--- src/rtl/nearest_neighbor_tour_unit_assert.svh ---
// Assertion macros shared by the tour unit RTL.
// Depends on nothing; included by modules that carry concurrent checks.
`ifndef NEAREST_NEIGHBOR_TOUR_UNIT_ASSERT_SVH
`define NEAREST_NEIGHBOR_TOUR_UNIT_ASSERT_SVH

// Same-cycle implication, disabled while reset is asserted.
`define NNT_ASSERT_NOW(lbl, clk, rst_n, ante, cons) \
  lbl: assert property (@(posedge clk) disable iff (!rst_n) (ante) |-> (cons)) \
    else $error("nearest neighbor tour unit: check failed");

// Next-cycle implication, disabled while reset is asserted.
`define NNT_ASSERT_NEXT(lbl, clk, rst_n, ante, cons) \
  lbl: assert property (@(posedge clk) disable iff (!rst_n) (ante) |=> (cons)) \
    else $error("nearest neighbor tour unit: check failed");

`endif

--- src/rtl/nnt_pkg.sv ---
// Shared types and codes for the nearest-neighbour tour unit.
// No dependencies; imported by every module of the block.
package nnt_pkg;

  typedef enum logic [1:0] {
    CMD_LOAD  = 2'd0,
    CMD_RUN   = 2'd1,
    CMD_CLEAR = 2'd2
  } cmd_e;

  localparam logic [1:0] ERR_NONE     = 2'd0;
  localparam logic [1:0] ERR_START    = 2'd1;
  localparam logic [1:0] ERR_OVERFLOW = 2'd2;

  typedef struct packed {
    logic [1:0]         cmd;
    logic signed [15:0] point_x;
    logic signed [15:0] point_y;
    logic [4:0]         start_index;
  } in_item_t;

  typedef struct packed {
    logic [4:0]         vertex_index;
    logic signed [15:0] out_x;
    logic signed [15:0] out_y;
    logic               last;
    logic [1:0]         error;
  } out_item_t;

  // Per-entry control that travels beside a point read out of the store.
  typedef struct packed {
    logic valid;
    logic live;
  } tag_t;

  typedef enum logic [2:0] {
    ST_IDLE,
    ST_START_RD,
    ST_START_CAP,
    ST_EMIT_START,
    ST_SCAN,
    ST_EMIT_NEXT,
    ST_CLOSE,
    ST_ERROR
  } state_e;

endpackage

--- src/rtl/nearest_neighbor_tour_unit.sv ---
// Top level of the nearest-neighbour tour unit: sequencer, visited bits,
// best-candidate compare and output register. Uses nnt_pkg, nnt_point_mem,
// nnt_dist_pipe and the assertion macro header.
//
// Load and clear transactions are handled without leaving the idle state. A run
// over n loaded points streams every point through the single read port of the
// point memory once per tour position, then through a two-stage distance
// pipeline, and gives n + 1 results, the start point first and last. A start
// index not below the loaded count gives one error result. The input stalls
// while a run is in progress; a result waits in the output register and stalls
// the sequencer only when the next one is ready.
module nearest_neighbor_tour_unit import nnt_pkg::*; #(
  parameter int MAX_POINTS = 32,
  parameter int COORD_BITS = 16
) (
  input  logic      clk_i,
  input  logic      rst_ni,
  input  logic      in_valid_i,
  output logic      in_stall_o,
  input  in_item_t  in_data_i,
  output logic      out_valid_o,
  input  logic      out_stall_i,
  output out_item_t out_data_o
);

`include "nearest_neighbor_tour_unit_assert.svh"

  localparam int IdxW = $clog2(MAX_POINTS);
  localparam int CntW = $clog2(MAX_POINTS + 1);
  localparam int CmpW = (CntW > 5) ? CntW : 5;
  localparam int DstW = 2 * COORD_BITS + 1;

  state_e state_q, state_d;

  logic [CntW-1:0]       count_q, count_d;
  logic                  ovf_q, ovf_d;
  logic [MAX_POINTS-1:0] visited_q, visited_d;
  logic [1:0]            err_q, err_d;
  logic [IdxW-1:0]       start_q, start_d;
  logic [CntW-1:0]       step_q, step_d;
  logic [IdxW-1:0]       scan_idx_q, scan_idx_d;
  logic                  issue_done_q, issue_done_d;

  logic signed [COORD_BITS-1:0] cur_x_q, cur_x_d, cur_y_q, cur_y_d;
  logic signed [COORD_BITS-1:0] start_x_q, start_x_d, start_y_q, start_y_d;

  logic                         have_q, have_d;
  logic [DstW-1:0]              best_d_q, best_d_d;
  logic [IdxW-1:0]              best_idx_q, best_idx_d;
  logic signed [COORD_BITS-1:0] best_x_q, best_x_d, best_y_q, best_y_d;

  logic      out_valid_q, out_valid_d;
  out_item_t out_q, out_d;
  logic      out_free;

  logic                         in_accept;
  logic                         mem_we;
  logic [IdxW-1:0]              mem_raddr;
  tag_t                         mem_rtag_in, mem_rtag;
  logic signed [COORD_BITS-1:0] mem_rx, mem_ry;
  logic [IdxW-1:0]              mem_ridx;

  tag_t                         tag_a, tag_b;
  logic [IdxW-1:0]              idx_b;
  logic signed [COORD_BITS-1:0] x_b, y_b;
  logic [2*COORD_BITS-1:0]      sqx_b, sqy_b;
  logic [DstW-1:0]              dist_b;
  logic                         pipe_empty;

  assign in_stall_o = (state_q != ST_IDLE);
  assign in_accept  = in_valid_i && !in_stall_o;
  assign out_free   = !out_valid_q || !out_stall_i;
  assign mem_we     = in_accept && (in_data_i.cmd == CMD_LOAD) &&
                      (count_q < CntW'(MAX_POINTS));
  assign dist_b     = DstW'(sqx_b) + DstW'(sqy_b);
  assign pipe_empty = !mem_rtag.valid && !tag_a.valid && !tag_b.valid;

  nnt_point_mem #(
    .DEPTH     (MAX_POINTS),
    .COORD_BITS(COORD_BITS)
  ) u_mem (
    .clk_i  (clk_i),
    .rst_ni (rst_ni),
    .we_i   (mem_we),
    .waddr_i(IdxW'(count_q)),
    .wx_i   (COORD_BITS'(in_data_i.point_x)),
    .wy_i   (COORD_BITS'(in_data_i.point_y)),
    .raddr_i(mem_raddr),
    .rtag_i (mem_rtag_in),
    .rx_o   (mem_rx),
    .ry_o   (mem_ry),
    .ridx_o (mem_ridx),
    .rtag_o (mem_rtag)
  );

  nnt_dist_pipe #(
    .IDX_W     (IdxW),
    .COORD_BITS(COORD_BITS)
  ) u_dist (
    .clk_i  (clk_i),
    .rst_ni (rst_ni),
    .tag_i  (mem_rtag),
    .idx_i  (mem_ridx),
    .x_i    (mem_rx),
    .y_i    (mem_ry),
    .cur_x_i(cur_x_q),
    .cur_y_i(cur_y_q),
    .tag_a_o(tag_a),
    .tag_o  (tag_b),
    .idx_o  (idx_b),
    .x_o    (x_b),
    .y_o    (y_b),
    .sqx_o  (sqx_b),
    .sqy_o  (sqy_b)
  );

  always_comb begin
    state_d      = state_q;
    count_d      = count_q;
    ovf_d        = ovf_q;
    visited_d    = visited_q;
    err_d        = err_q;
    start_d      = start_q;
    step_d       = step_q;
    scan_idx_d   = scan_idx_q;
    issue_done_d = issue_done_q;
    cur_x_d      = cur_x_q;
    cur_y_d      = cur_y_q;
    start_x_d    = start_x_q;
    start_y_d    = start_y_q;
    have_d       = have_q;
    best_d_d     = best_d_q;
    best_idx_d   = best_idx_q;
    best_x_d     = best_x_q;
    best_y_d     = best_y_q;
    out_d        = out_q;
    out_valid_d  = out_valid_q && out_stall_i;
    mem_raddr    = scan_idx_q;
    mem_rtag_in  = '0;

    // Keep the nearest live candidate; strict compare leaves ties to the lower index.
    if (tag_b.valid && tag_b.live && (!have_q || dist_b < best_d_q)) begin
      have_d     = 1'b1;
      best_d_d   = dist_b;
      best_idx_d = idx_b;
      best_x_d   = x_b;
      best_y_d   = y_b;
    end

    case (state_q)
      ST_IDLE: begin
        if (in_accept) begin
          case (in_data_i.cmd)
            CMD_LOAD: begin
              if (count_q < CntW'(MAX_POINTS)) begin
                count_d = count_q + CntW'(1);
              end else begin
                ovf_d = 1'b1;
              end
            end
            CMD_CLEAR: begin
              count_d   = '0;
              visited_d = '0;
              ovf_d     = 1'b0;
            end
            CMD_RUN: begin
              err_d = ovf_q ? ERR_OVERFLOW : ERR_NONE;
              ovf_d = 1'b0;
              if (CmpW'(in_data_i.start_index) >= CmpW'(count_q)) begin
                state_d = ST_ERROR;
              end else begin
                start_d   = IdxW'(in_data_i.start_index);
                visited_d = '0;
                visited_d[IdxW'(in_data_i.start_index)] = 1'b1;
                state_d   = ST_START_RD;
              end
            end
            default: ;
          endcase
        end
      end
      ST_START_RD: begin
        mem_raddr = start_q;
        state_d   = ST_START_CAP;
      end
      ST_START_CAP: begin
        cur_x_d   = mem_rx;
        cur_y_d   = mem_ry;
        start_x_d = mem_rx;
        start_y_d = mem_ry;
        state_d   = ST_EMIT_START;
      end
      ST_EMIT_START: begin
        if (out_free) begin
          out_valid_d = 1'b1;
          out_d       = '{vertex_index: 5'(start_q), out_x: 16'(start_x_q),
                          out_y: 16'(start_y_q), last: 1'b0, error: err_q};
          step_d      = '0;
          scan_idx_d  = '0;
          issue_done_d = 1'b0;
          have_d      = 1'b0;
          state_d     = (count_q == CntW'(1)) ? ST_CLOSE : ST_SCAN;
        end
      end
      ST_SCAN: begin
        if (!issue_done_q) begin
          mem_raddr        = scan_idx_q;
          mem_rtag_in.valid = 1'b1;
          mem_rtag_in.live  = !visited_q[scan_idx_q];
          if (scan_idx_q == IdxW'(count_q - CntW'(1))) begin
            issue_done_d = 1'b1;
          end else begin
            scan_idx_d = scan_idx_q + IdxW'(1);
          end
        end else if (pipe_empty) begin
          state_d = ST_EMIT_NEXT;
        end
      end
      ST_EMIT_NEXT: begin
        if (out_free) begin
          out_valid_d = 1'b1;
          out_d       = '{vertex_index: 5'(best_idx_q), out_x: 16'(best_x_q),
                          out_y: 16'(best_y_q), last: 1'b0, error: err_q};
          visited_d[best_idx_q] = 1'b1;
          cur_x_d      = best_x_q;
          cur_y_d      = best_y_q;
          step_d       = step_q + CntW'(1);
          scan_idx_d   = '0;
          issue_done_d = 1'b0;
          have_d       = 1'b0;
          state_d      = (step_q + CntW'(1) == count_q - CntW'(1)) ? ST_CLOSE : ST_SCAN;
        end
      end
      ST_CLOSE: begin
        if (out_free) begin
          out_valid_d = 1'b1;
          out_d       = '{vertex_index: 5'(start_q), out_x: 16'(start_x_q),
                          out_y: 16'(start_y_q), last: 1'b1, error: err_q};
          cur_x_d     = start_x_q;
          cur_y_d     = start_y_q;
          state_d     = ST_IDLE;
        end
      end
      ST_ERROR: begin
        if (out_free) begin
          out_valid_d = 1'b1;
          out_d       = '{vertex_index: 5'd0, out_x: 16'sd0, out_y: 16'sd0,
                          last: 1'b1, error: ERR_START};
          state_d     = ST_IDLE;
        end
      end
      default: state_d = ST_IDLE;
    endcase
  end

  always_ff @(posedge clk_i or negedge rst_ni) begin
    if (!rst_ni) begin
      state_q      <= ST_IDLE;
      count_q      <= '0;
      ovf_q        <= 1'b0;
      visited_q    <= '0;
      issue_done_q <= 1'b0;
      have_q       <= 1'b0;
      out_valid_q  <= 1'b0;
      cur_x_q      <= '0;
      cur_y_q      <= '0;
    end else begin
      state_q      <= state_d;
      count_q      <= count_d;
      ovf_q        <= ovf_d;
      visited_q    <= visited_d;
      issue_done_q <= issue_done_d;
      have_q       <= have_d;
      out_valid_q  <= out_valid_d;
      cur_x_q      <= cur_x_d;
      cur_y_q      <= cur_y_d;
    end
  end

  always_ff @(posedge clk_i) begin
    err_q      <= err_d;
    start_q    <= start_d;
    step_q     <= step_d;
    scan_idx_q <= scan_idx_d;
    start_x_q  <= start_x_d;
    start_y_q  <= start_y_d;
    best_d_q   <= best_d_d;
    best_idx_q <= best_idx_d;
    best_x_q   <= best_x_d;
    best_y_q   <= best_y_d;
    out_q      <= out_d;
  end

  assign out_valid_o = out_valid_q;
  assign out_data_o  = out_q;

  `NNT_ASSERT_NOW(a_count_bound, clk_i, rst_ni, 1'b1, count_q <= CntW'(MAX_POINTS))
  `NNT_ASSERT_NOW(a_error_is_last, clk_i, rst_ni,
                  out_valid_o && (out_data_o.error == ERR_START), out_data_o.last)
  `NNT_ASSERT_NOW(a_live_unvisited, clk_i, rst_ni,
                  tag_b.valid && tag_b.live, !visited_q[idx_b])
  `NNT_ASSERT_NOW(a_best_found, clk_i, rst_ni, state_q == ST_EMIT_NEXT, have_q)
  `NNT_ASSERT_NEXT(a_emit_marks, clk_i, rst_ni,
                   (state_q == ST_EMIT_NEXT) && out_free, visited_q[$past(best_idx_q)])

endmodule

--- src/rtl/nnt_point_mem.sv ---
// Point store: one synchronous memory of packed x/y coordinates.
// One write port, one read port with registered data and tag; uses nnt_pkg.
module nnt_point_mem import nnt_pkg::*; #(
  parameter int DEPTH      = 32,
  parameter int COORD_BITS = 16,
  localparam int IdxW      = $clog2(DEPTH)
) (
  input  logic                         clk_i,
  input  logic                         rst_ni,
  input  logic                         we_i,
  input  logic [IdxW-1:0]              waddr_i,
  input  logic signed [COORD_BITS-1:0] wx_i,
  input  logic signed [COORD_BITS-1:0] wy_i,
  input  logic [IdxW-1:0]              raddr_i,
  input  tag_t                         rtag_i,
  output logic signed [COORD_BITS-1:0] rx_o,
  output logic signed [COORD_BITS-1:0] ry_o,
  output logic [IdxW-1:0]              ridx_o,
  output tag_t                         rtag_o
);

  logic [2*COORD_BITS-1:0] mem_q [DEPTH];
  logic [2*COORD_BITS-1:0] rdata_q;
  logic [IdxW-1:0]         ridx_q;
  tag_t                    rtag_q;

  always_ff @(posedge clk_i) begin
    if (we_i) begin
      mem_q[waddr_i] <= {wx_i, wy_i};
    end
    rdata_q <= mem_q[raddr_i];
    ridx_q  <= raddr_i;
  end

  always_ff @(posedge clk_i or negedge rst_ni) begin
    if (!rst_ni) begin
      rtag_q <= '0;
    end else begin
      rtag_q <= rtag_i;
    end
  end

  assign rx_o   = rdata_q[2*COORD_BITS-1:COORD_BITS];
  assign ry_o   = rdata_q[COORD_BITS-1:0];
  assign ridx_o = ridx_q;
  assign rtag_o = rtag_q;

endmodule

--- src/rtl/nnt_dist_pipe.sv ---
// Two-stage squared-distance pipeline: absolute differences, then squares.
// Carries the point's index and coordinates alongside; uses nnt_pkg.
module nnt_dist_pipe import nnt_pkg::*; #(
  parameter int IDX_W      = 5,
  parameter int COORD_BITS = 16
) (
  input  logic                         clk_i,
  input  logic                         rst_ni,
  input  tag_t                         tag_i,
  input  logic [IDX_W-1:0]             idx_i,
  input  logic signed [COORD_BITS-1:0] x_i,
  input  logic signed [COORD_BITS-1:0] y_i,
  input  logic signed [COORD_BITS-1:0] cur_x_i,
  input  logic signed [COORD_BITS-1:0] cur_y_i,
  output tag_t                         tag_a_o,
  output tag_t                         tag_o,
  output logic [IDX_W-1:0]             idx_o,
  output logic signed [COORD_BITS-1:0] x_o,
  output logic signed [COORD_BITS-1:0] y_o,
  output logic [2*COORD_BITS-1:0]      sqx_o,
  output logic [2*COORD_BITS-1:0]      sqy_o
);

  logic signed [COORD_BITS:0]   dx, dy;
  logic [COORD_BITS-1:0]        adx_d, ady_d, adx_q, ady_q;
  tag_t                         tag_a_q, tag_b_q;
  logic [IDX_W-1:0]             idx_a_q, idx_b_q;
  logic signed [COORD_BITS-1:0] x_a_q, y_a_q, x_b_q, y_b_q;
  logic [2*COORD_BITS-1:0]      sqx_q, sqy_q;

  always_comb begin
    dx    = (COORD_BITS+1)'(x_i) - (COORD_BITS+1)'(cur_x_i);
    dy    = (COORD_BITS+1)'(y_i) - (COORD_BITS+1)'(cur_y_i);
    adx_d = dx[COORD_BITS] ? COORD_BITS'(-dx) : COORD_BITS'(dx);
    ady_d = dy[COORD_BITS] ? COORD_BITS'(-dy) : COORD_BITS'(dy);
  end

  always_ff @(posedge clk_i or negedge rst_ni) begin
    if (!rst_ni) begin
      tag_a_q <= '0;
      tag_b_q <= '0;
    end else begin
      tag_a_q <= tag_i;
      tag_b_q <= tag_a_q;
    end
  end

  always_ff @(posedge clk_i) begin
    adx_q   <= adx_d;
    ady_q   <= ady_d;
    idx_a_q <= idx_i;
    x_a_q   <= x_i;
    y_a_q   <= y_i;
    sqx_q   <= (2*COORD_BITS)'(adx_q) * (2*COORD_BITS)'(adx_q);
    sqy_q   <= (2*COORD_BITS)'(ady_q) * (2*COORD_BITS)'(ady_q);
    idx_b_q <= idx_a_q;
    x_b_q   <= x_a_q;
    y_b_q   <= y_a_q;
  end

  assign tag_a_o = tag_a_q;
  assign tag_o   = tag_b_q;
  assign idx_o   = idx_b_q;
  assign x_o     = x_b_q;
  assign y_o     = y_b_q;
  assign sqx_o   = sqx_q;
  assign sqy_o   = sqy_q;

endmodule

--- config.mk ---
export PLATFORM = sky130hd
export DESIGN_NAME = nearest_neighbor_tour_unit
export DESIGN_NICKNAME = d
export VERILOG_FILES = /design/src/rtl/nnt_pkg.sv /design/src/rtl/nearest_neighbor_tour_unit.sv /design/src/rtl/nnt_point_mem.sv /design/src/rtl/nnt_dist_pipe.sv
export VERILOG_INCLUDE_DIRS = /design/src /design/src/rtl
export SDC_FILE = /design/constraint.sdc
export NUM_CORES = 2
export LEC_CHECK = 0
export ABC_AREA = 1
export BUFFER_PORTS_ARGS = -buffer_cell sky130_fd_sc_hd__buf_4
export CORE_MARGIN = 3
export CORE_UTILIZATION = 45
export CTS_CLUSTER_SIZE = 10
export DETAILED_ROUTE_END_ITERATION = 6
export MAX_ROUTING_LAYER = met4
export PLACE_DENSITY = 0.62
export SLEW_MARGIN = 20
export SYNTH_ARGS = -nofsm -noshare
export SYNTH_HDL_FRONTEND = slang
export SYNTH_SLANG_ARGS = --single-unit
--- constraint.sdc ---
create_clock -name clk_i -period 11.4 [get_ports clk_i]
set_input_delay 2.85 -clock clk_i [delete_from_list [all_inputs] [get_ports clk_i]]
set_output_delay 2.85 -clock clk_i [all_outputs]
set_load 0.005 [all_outputs]
After elaboration in Yosys (flattened, before gate mapping) --
Memories as Yosys holds them, arrays and structs flattened. A register that Yosys moved wholly into a read port is not among the register bits. Index checks and enable logic that the tools add are counted.
Storage, ports and cells: memories 1, logic and storage cells 197, bits in writable memories 1024, bits in registers 418
Cells by class: add/sub/neg operators 9, multipliers 2, magnitude comparators 8, bitwise operators 2, multiplexer cells 61, reductions and logical operators 45, equality and inequality tests 28
Memories:
- u_mem.mem_q | words 32, width 32, read ports 1, clocked after memory_dff 1, wr ports 1, line nnt_point_mem.sv:22 | logic [2*COORD_BITS-1:0] mem_q [DEPTH];
Operators with widths (number):
- two-way mux 40 bit | 4
- one-hot mux 40 bit (4 select lines) | 1
- one-hot mux 32 bit (2 select lines) | 2
- two-way mux 16 bit | 6
- two-way mux 32 bit | 3
- one-hot mux 16 bit (3 select lines) | 2
- multiplier 16 x 16 -> 32 bit | 2
- subtractor 16 x 16 -> 17 bit | 2
- adder 32 x 32 -> 33 bit | 1
- < comparator 33 bit | 1
- negator 16 bit | 2
- bitwise OR 32 bit | 1
- two-way mux 3 bit | 8
- one-hot mux 6 bit (2 select lines) | 2
- one-hot mux 3 bit (7 select lines) | 1
- two-way mux 5 bit | 4
- inequality test 2 bit (second input constant) | 10
- < comparator 5 x 6 -> 1 bit (second input constant) | 3
- two-way mux 6 bit | 3
- AND reduction 4 bit | 4
- two-way mux 1 bit | 14
- adder 6 x 1 -> 6 bit (second input constant) | 2
- == test 3 bit (second input constant) | 4
- demux 1 bit (select 5 bit) | 2
- 34 further kinds | 71

Depth between registers and ports, before layout --
word-level depth 8, gate-level depth with buffers 28, depth with buffers taken out 26

Hierarchy --
A second synthesis with hierarchy kept.
Unflattened totals: cell total of the unflattened synthesis 7783, area, all modules 77287.9 um^2
Modules (own cells, without submodules):
- nnt_point_mem | times used 1, area an instance 42555.8 um^2, cells each 3543
- nnt_dist_pipe | times used 1, area an instance 21411.8 um^2, cells each 2689
- nearest_neighbor_tour_unit | times used 1, area an instance 13320.3 um^2, cells each 1551

Least setup slack after synthesis --
OpenSTA, ideal clock, no wires.
path type register to register, start point register u_dist.sqx_q[5] (netlist: u_dist.sqx_o[5]), end point register best_d_q[0] (enable), stages on the path, launching flop included 16, path buffers 0, setup slack 4909 ps, data arrival time 5970 ps, clock period less this slack 6491 ps, cell sequence dfxtp_1 -> ha_1 -> a21oi_1 -> o21ai_0 -> a21oi_1 -> o21bai_1 -> a21boi_0 -> o21ai_0 -> xor2_1 -> ha_1 -> a21oi_1 -> o21ai_0 -> a21oi_1 -> o21a_1 -> nand3_1 -> a21oi_1
Between the ends: cells in the longest elaborated chain, start to end 4
Ends and longest elaborated chain:
- start, declared | line nnt_dist_pipe.sv:29 | logic [2*COORD_BITS-1:0] sqx_q, sqy_q;
- start signal, assigned | line nnt_dist_pipe.sv:54 | sqx_q <= (2*COORD_BITS)'(adx_q) * (2*COORD_BITS)'(adx_q);
- adder 32 x 32 -> 33 bit | line nearest_neighbor_tour_unit.sv:75 | assign dist_b = DstW'(sqx_b) + DstW'(sqy_b);
- net dist_b[20] | line nearest_neighbor_tour_unit.sv:67 | logic [DstW-1:0] dist_b;
- < comparator 33 bit | line nearest_neighbor_tour_unit.sv:142 | if (tag_b.valid && tag_b.live && (!have_q || dist_b < best_d_q)) begin
- logical OR 1 bit | line nearest_neighbor_tour_unit.sv:142
- logical AND 1 bit | line nearest_neighbor_tour_unit.sv:142
- end signal, assigned | line nearest_neighbor_tour_unit.sv:287 | best_d_q <= best_d_d;
- end, declared | line nearest_neighbor_tour_unit.sv:48 | logic [DstW-1:0] best_d_q, best_d_d;
The timed path passes the listed nets, and every way through them passes these cells. A chain may end at the register's enable or synchronous reset.

Worst setup path in the final report --
start point register u_dist.adx_q[6], end point register u_dist.sqx_q[28] (netlist: u_dist.sqx_o[28])
Between the ends: cells in the longest elaborated chain, start to end 1
Ends and longest elaborated chain:
- start, declared | line nnt_dist_pipe.sv:25 | logic [COORD_BITS-1:0] adx_d, ady_d, adx_q, ady_q;
- start signal, assigned | line nnt_dist_pipe.sv:49 | adx_q <= adx_d;
- multiplier 16 x 16 -> 32 bit | line nnt_dist_pipe.sv:54
Every way passes these cells.

==> summary.txt <==
Status
  • Run status: complete, no violations

Yosys
  • Yosys warning count: 0
  • Syn nets: 7,513
  • Flops & latches, synth: 1,471
  • Syn Std Cell Area: 75,300 um2
  • Post-Syn Instances: 6,832
  • Distinct cells, synth: 62
  • Synth Area per Inst: 11.0 um2
  • Seq/Total Area, Yosys: 0.554

Floorplan
  • CORE AREA: 166,000 um2
  • IO Count: 85
  • Die Span Y: 415 um
  • Initial Util: 0.455
  • Die area: 172,000 um2
  • DIE WIDTH: 415 um
  • FP Rows: 149

Timing
  • Setup Skew: 0.0708 ns
  • Setup ws final: 5.31 ns
  • Period utilization: 0.534
  • Slew at the pin closest to its max-slew limit: 1.06 ns
  • # setup viols final: 0
  • Max-slew headroom: 0.295
  • Crit path time final: 6.09 ns
  • RSZ-0062 raised after global routing: false
  • Peak Freq: 164 MHz
  • Setup TNS: 0 ns
  • Final hold viol count: 0
  • Max Slew Vio Count: 0

Detailed routing
  • DRC: 0
  • Drt via density: 5.47
  • Pre-Repair DR Iteration Count: 7
  • DRT antenna net count: 0
  • Initial DRC Count: 4,425
  • Wire per inst: 21.1 um
  • Final WL: 193,000 um
  • Via count: 49,900

Worst setup path
  • Crit path DAT: 6.76 ns
  • WP data required: 12.07 ns
  • Max Fanout on Critical Path: 16
  • Worst Setup Start Kind: flop
  • Critical-path cell with the highest stage delay: dfxtp_1
  • Setup crit end kind: flop
  • Largest stage delay, worst path: 0.94 ns
  • Crit path cell chain: nand2_1, fa_1, inv_1, fa_1, fa_1, fa_1, fa_1, inv_1, fa_1, inv_1, ha_1, a21oi_1, o21ai_0, a21oi_1, nand3_1, a21o_1, nand2_1, nand3_1, nand2_1, nand2_1
  • Setup Crit Path Kind: flop to flop
  • Most used cell, CP: fa_1

Global routing
  • Number of global-route vias before repair: 50,200
  • Global-route wire length before repair: 299,000 um
  • Initial antenna violation count: 12
  • Remaining global-route overflow: 0
  • Tot GR Track Use: 0.230
  • Pin count of the biggest net entering global routing: 195

Placement
  • Hpwl dp: 119,000 um
  • Dpl ws: 5.30 ns
  • Placer Congestion: 0.891
  • PortBufs: 84

Layout
  • Area Growth Syn to Fin: 10.3%
  • Fin util: 0.501
  • Most common cell after layout, fill and taps aside: edfxtp_1
  • Most frequent cells in the layout: edfxtp_1 (1,183), nand2_1 (930), inv_1 (911)
  • Fin nets: 7,520
  • Layout cells sized above 1: 0.0616

CTS
  • CTS root buf: clkbuf_16
  • Post-CTS Setup Inserts: 0
  • CTS tree: built
  • CTS Buffer Depth: 3
  • Reg clk slew, reported paths: 0.05 ns
  • PostCTS Resize Cnt: 0
  • Num CTS Buffers: 170
  • Clk_lat worst skew: 0.81 ns
  • Sink Count: 1,471
  • H-tree Lvls: 4
  • CTS Hold Bufs: 0

Worst hold path
  • Hold Crit Class: flop to flop

Job
  • Maxcap violations: 0
[per-layer routing]
metal / vias up / GRT usage / routed length [um] / part of all wire
met5: - / - / 0 / 0
met3: 289 / 0.0346 / 11100 / 0.058
met1: 24900 / 0.299 / 82800 / 0.43
li1: 23400 / - / - / -
met2: 1419 / 0.379 / 94800 / 0.49
met4: 0 / 0.0564 / 4100 / 0.021
[cells by family after synthesis]
group,Yosys count,share of synthesized area
and+or+nand+nor,2020,0.115
DFF,1471,0.554
AOI/OAI and AO/OA,1311,0.108
buffers and inverters,1237,0.0671
adders and majority gates,638,0.139
xor gates and xnor gates,145,0.0169
muxes,10,0.00133
[state kept, by name, indices dropped and copies added, names as in the netlist, 31 cells and up]
register	cells
best_d_q	33
out_data_o	40
u_dist.sqx_o	31
u_dist.sqy_o	31
u_mem.mem_q	1024
u_mem.rdata_q	32
visited_q	32
[cells in the mapped netlist, drive strengths merged]
cell	count	area (um2)
a21boi	6	45.0
o31ai	1	7.51
nand3	240	1210
o21ai	459	2300
a21oi	249	1250
o21a	5	37.5
a211oi	5	42.5
nand3b	4	30.0
fa	326	6530
buf	172	1050
xnor2	49	429
o21bai	16	120
or2	199	1240
dfxtp	205	4100
nand2	933	3530
mux2i	10	100
nor3	36	180
inv	921	3460
nor3b	2	15.0
and3	1	6.26
and2	3	18.8
o221a	1	11.3
nor4	5	31.3
o221ai	64	561
nand4	32	215
a41oi	3	26.3
o2111ai	2	17.5
o22ai	73	457
ha	312	3900
o211ai	393	2950
nor2	565	2150
clkbuf	144	541
a22oi	2	28.8
a31oi	12	81.3
a221oi	3	26.3
edfxtp	1183	35500
dfrtp	83	2080
a21o	13	97.6
xor2	96	841
o41ai	1	8.76
a31o	3	26.3
[worst paths after layout]
kind	from	endpoint	slack [ns]	cells past startpoint
setup / recovery	u_dist.adx_q[6]	u_dist.sqx_o[28]	5.31	20
hold / removal	u_dist.x_a_q[12]	u_dist.x_o[12]	0.32	0
setup reg to reg	u_dist.adx_q[6]	u_dist.sqx_o[28]	5.31	20
hold reg to reg	u_dist.x_a_q[12]	u_dist.x_o[12]	0.32	0
max in group asynchronous	rst_ni	cur_x_q[1]	8.17	2
min in group asynchronous	rst_ni	out_valid_o	2.03	1
[layout make-up]
cell class | instances | area (um2)
fillers | 14700 | 82500
inverters | 921 | 3480
flip-flops and latches | 1471 | 41700
clock buffers | 242 | 4550
multi-input cells | 4124 | 28800
repair buffers | 151 | 1220
well taps | 2189 | 2740
diodes | 9 | 22.5
clock inverters | 23 | 457
[critical path, delay by kind of cell, from the launching register on]
| family | cells | cell delay, ns |
|---|---|---|
| adders and majority gates | 7 | 3.41 |
| and+or+nand+nor | 6 | 0.72 |
| DFF | 1 | 0.94 |
| AOI/OAI and AO/OA | 4 | 0.76 |
| buffers and inverters | 3 | 0.14 |
[through the flow]
stage | cell area (um2) | cells | hold WS, ns
after CTS | 83000 | 9121 | 0.322
after detailed placement | 78000 | 8856 | 0.312
final | 83000 | 9130 | 0.321
after global routing | 83000 | 9129 | 0.322
after floorplan | 75300 | 6832 | 0.310
after global placement | 77900 | 8853 | 0.310
Power is not shown: default switching activity piles up to over one toggle a cycle in this logic, so the estimate is an artifact.
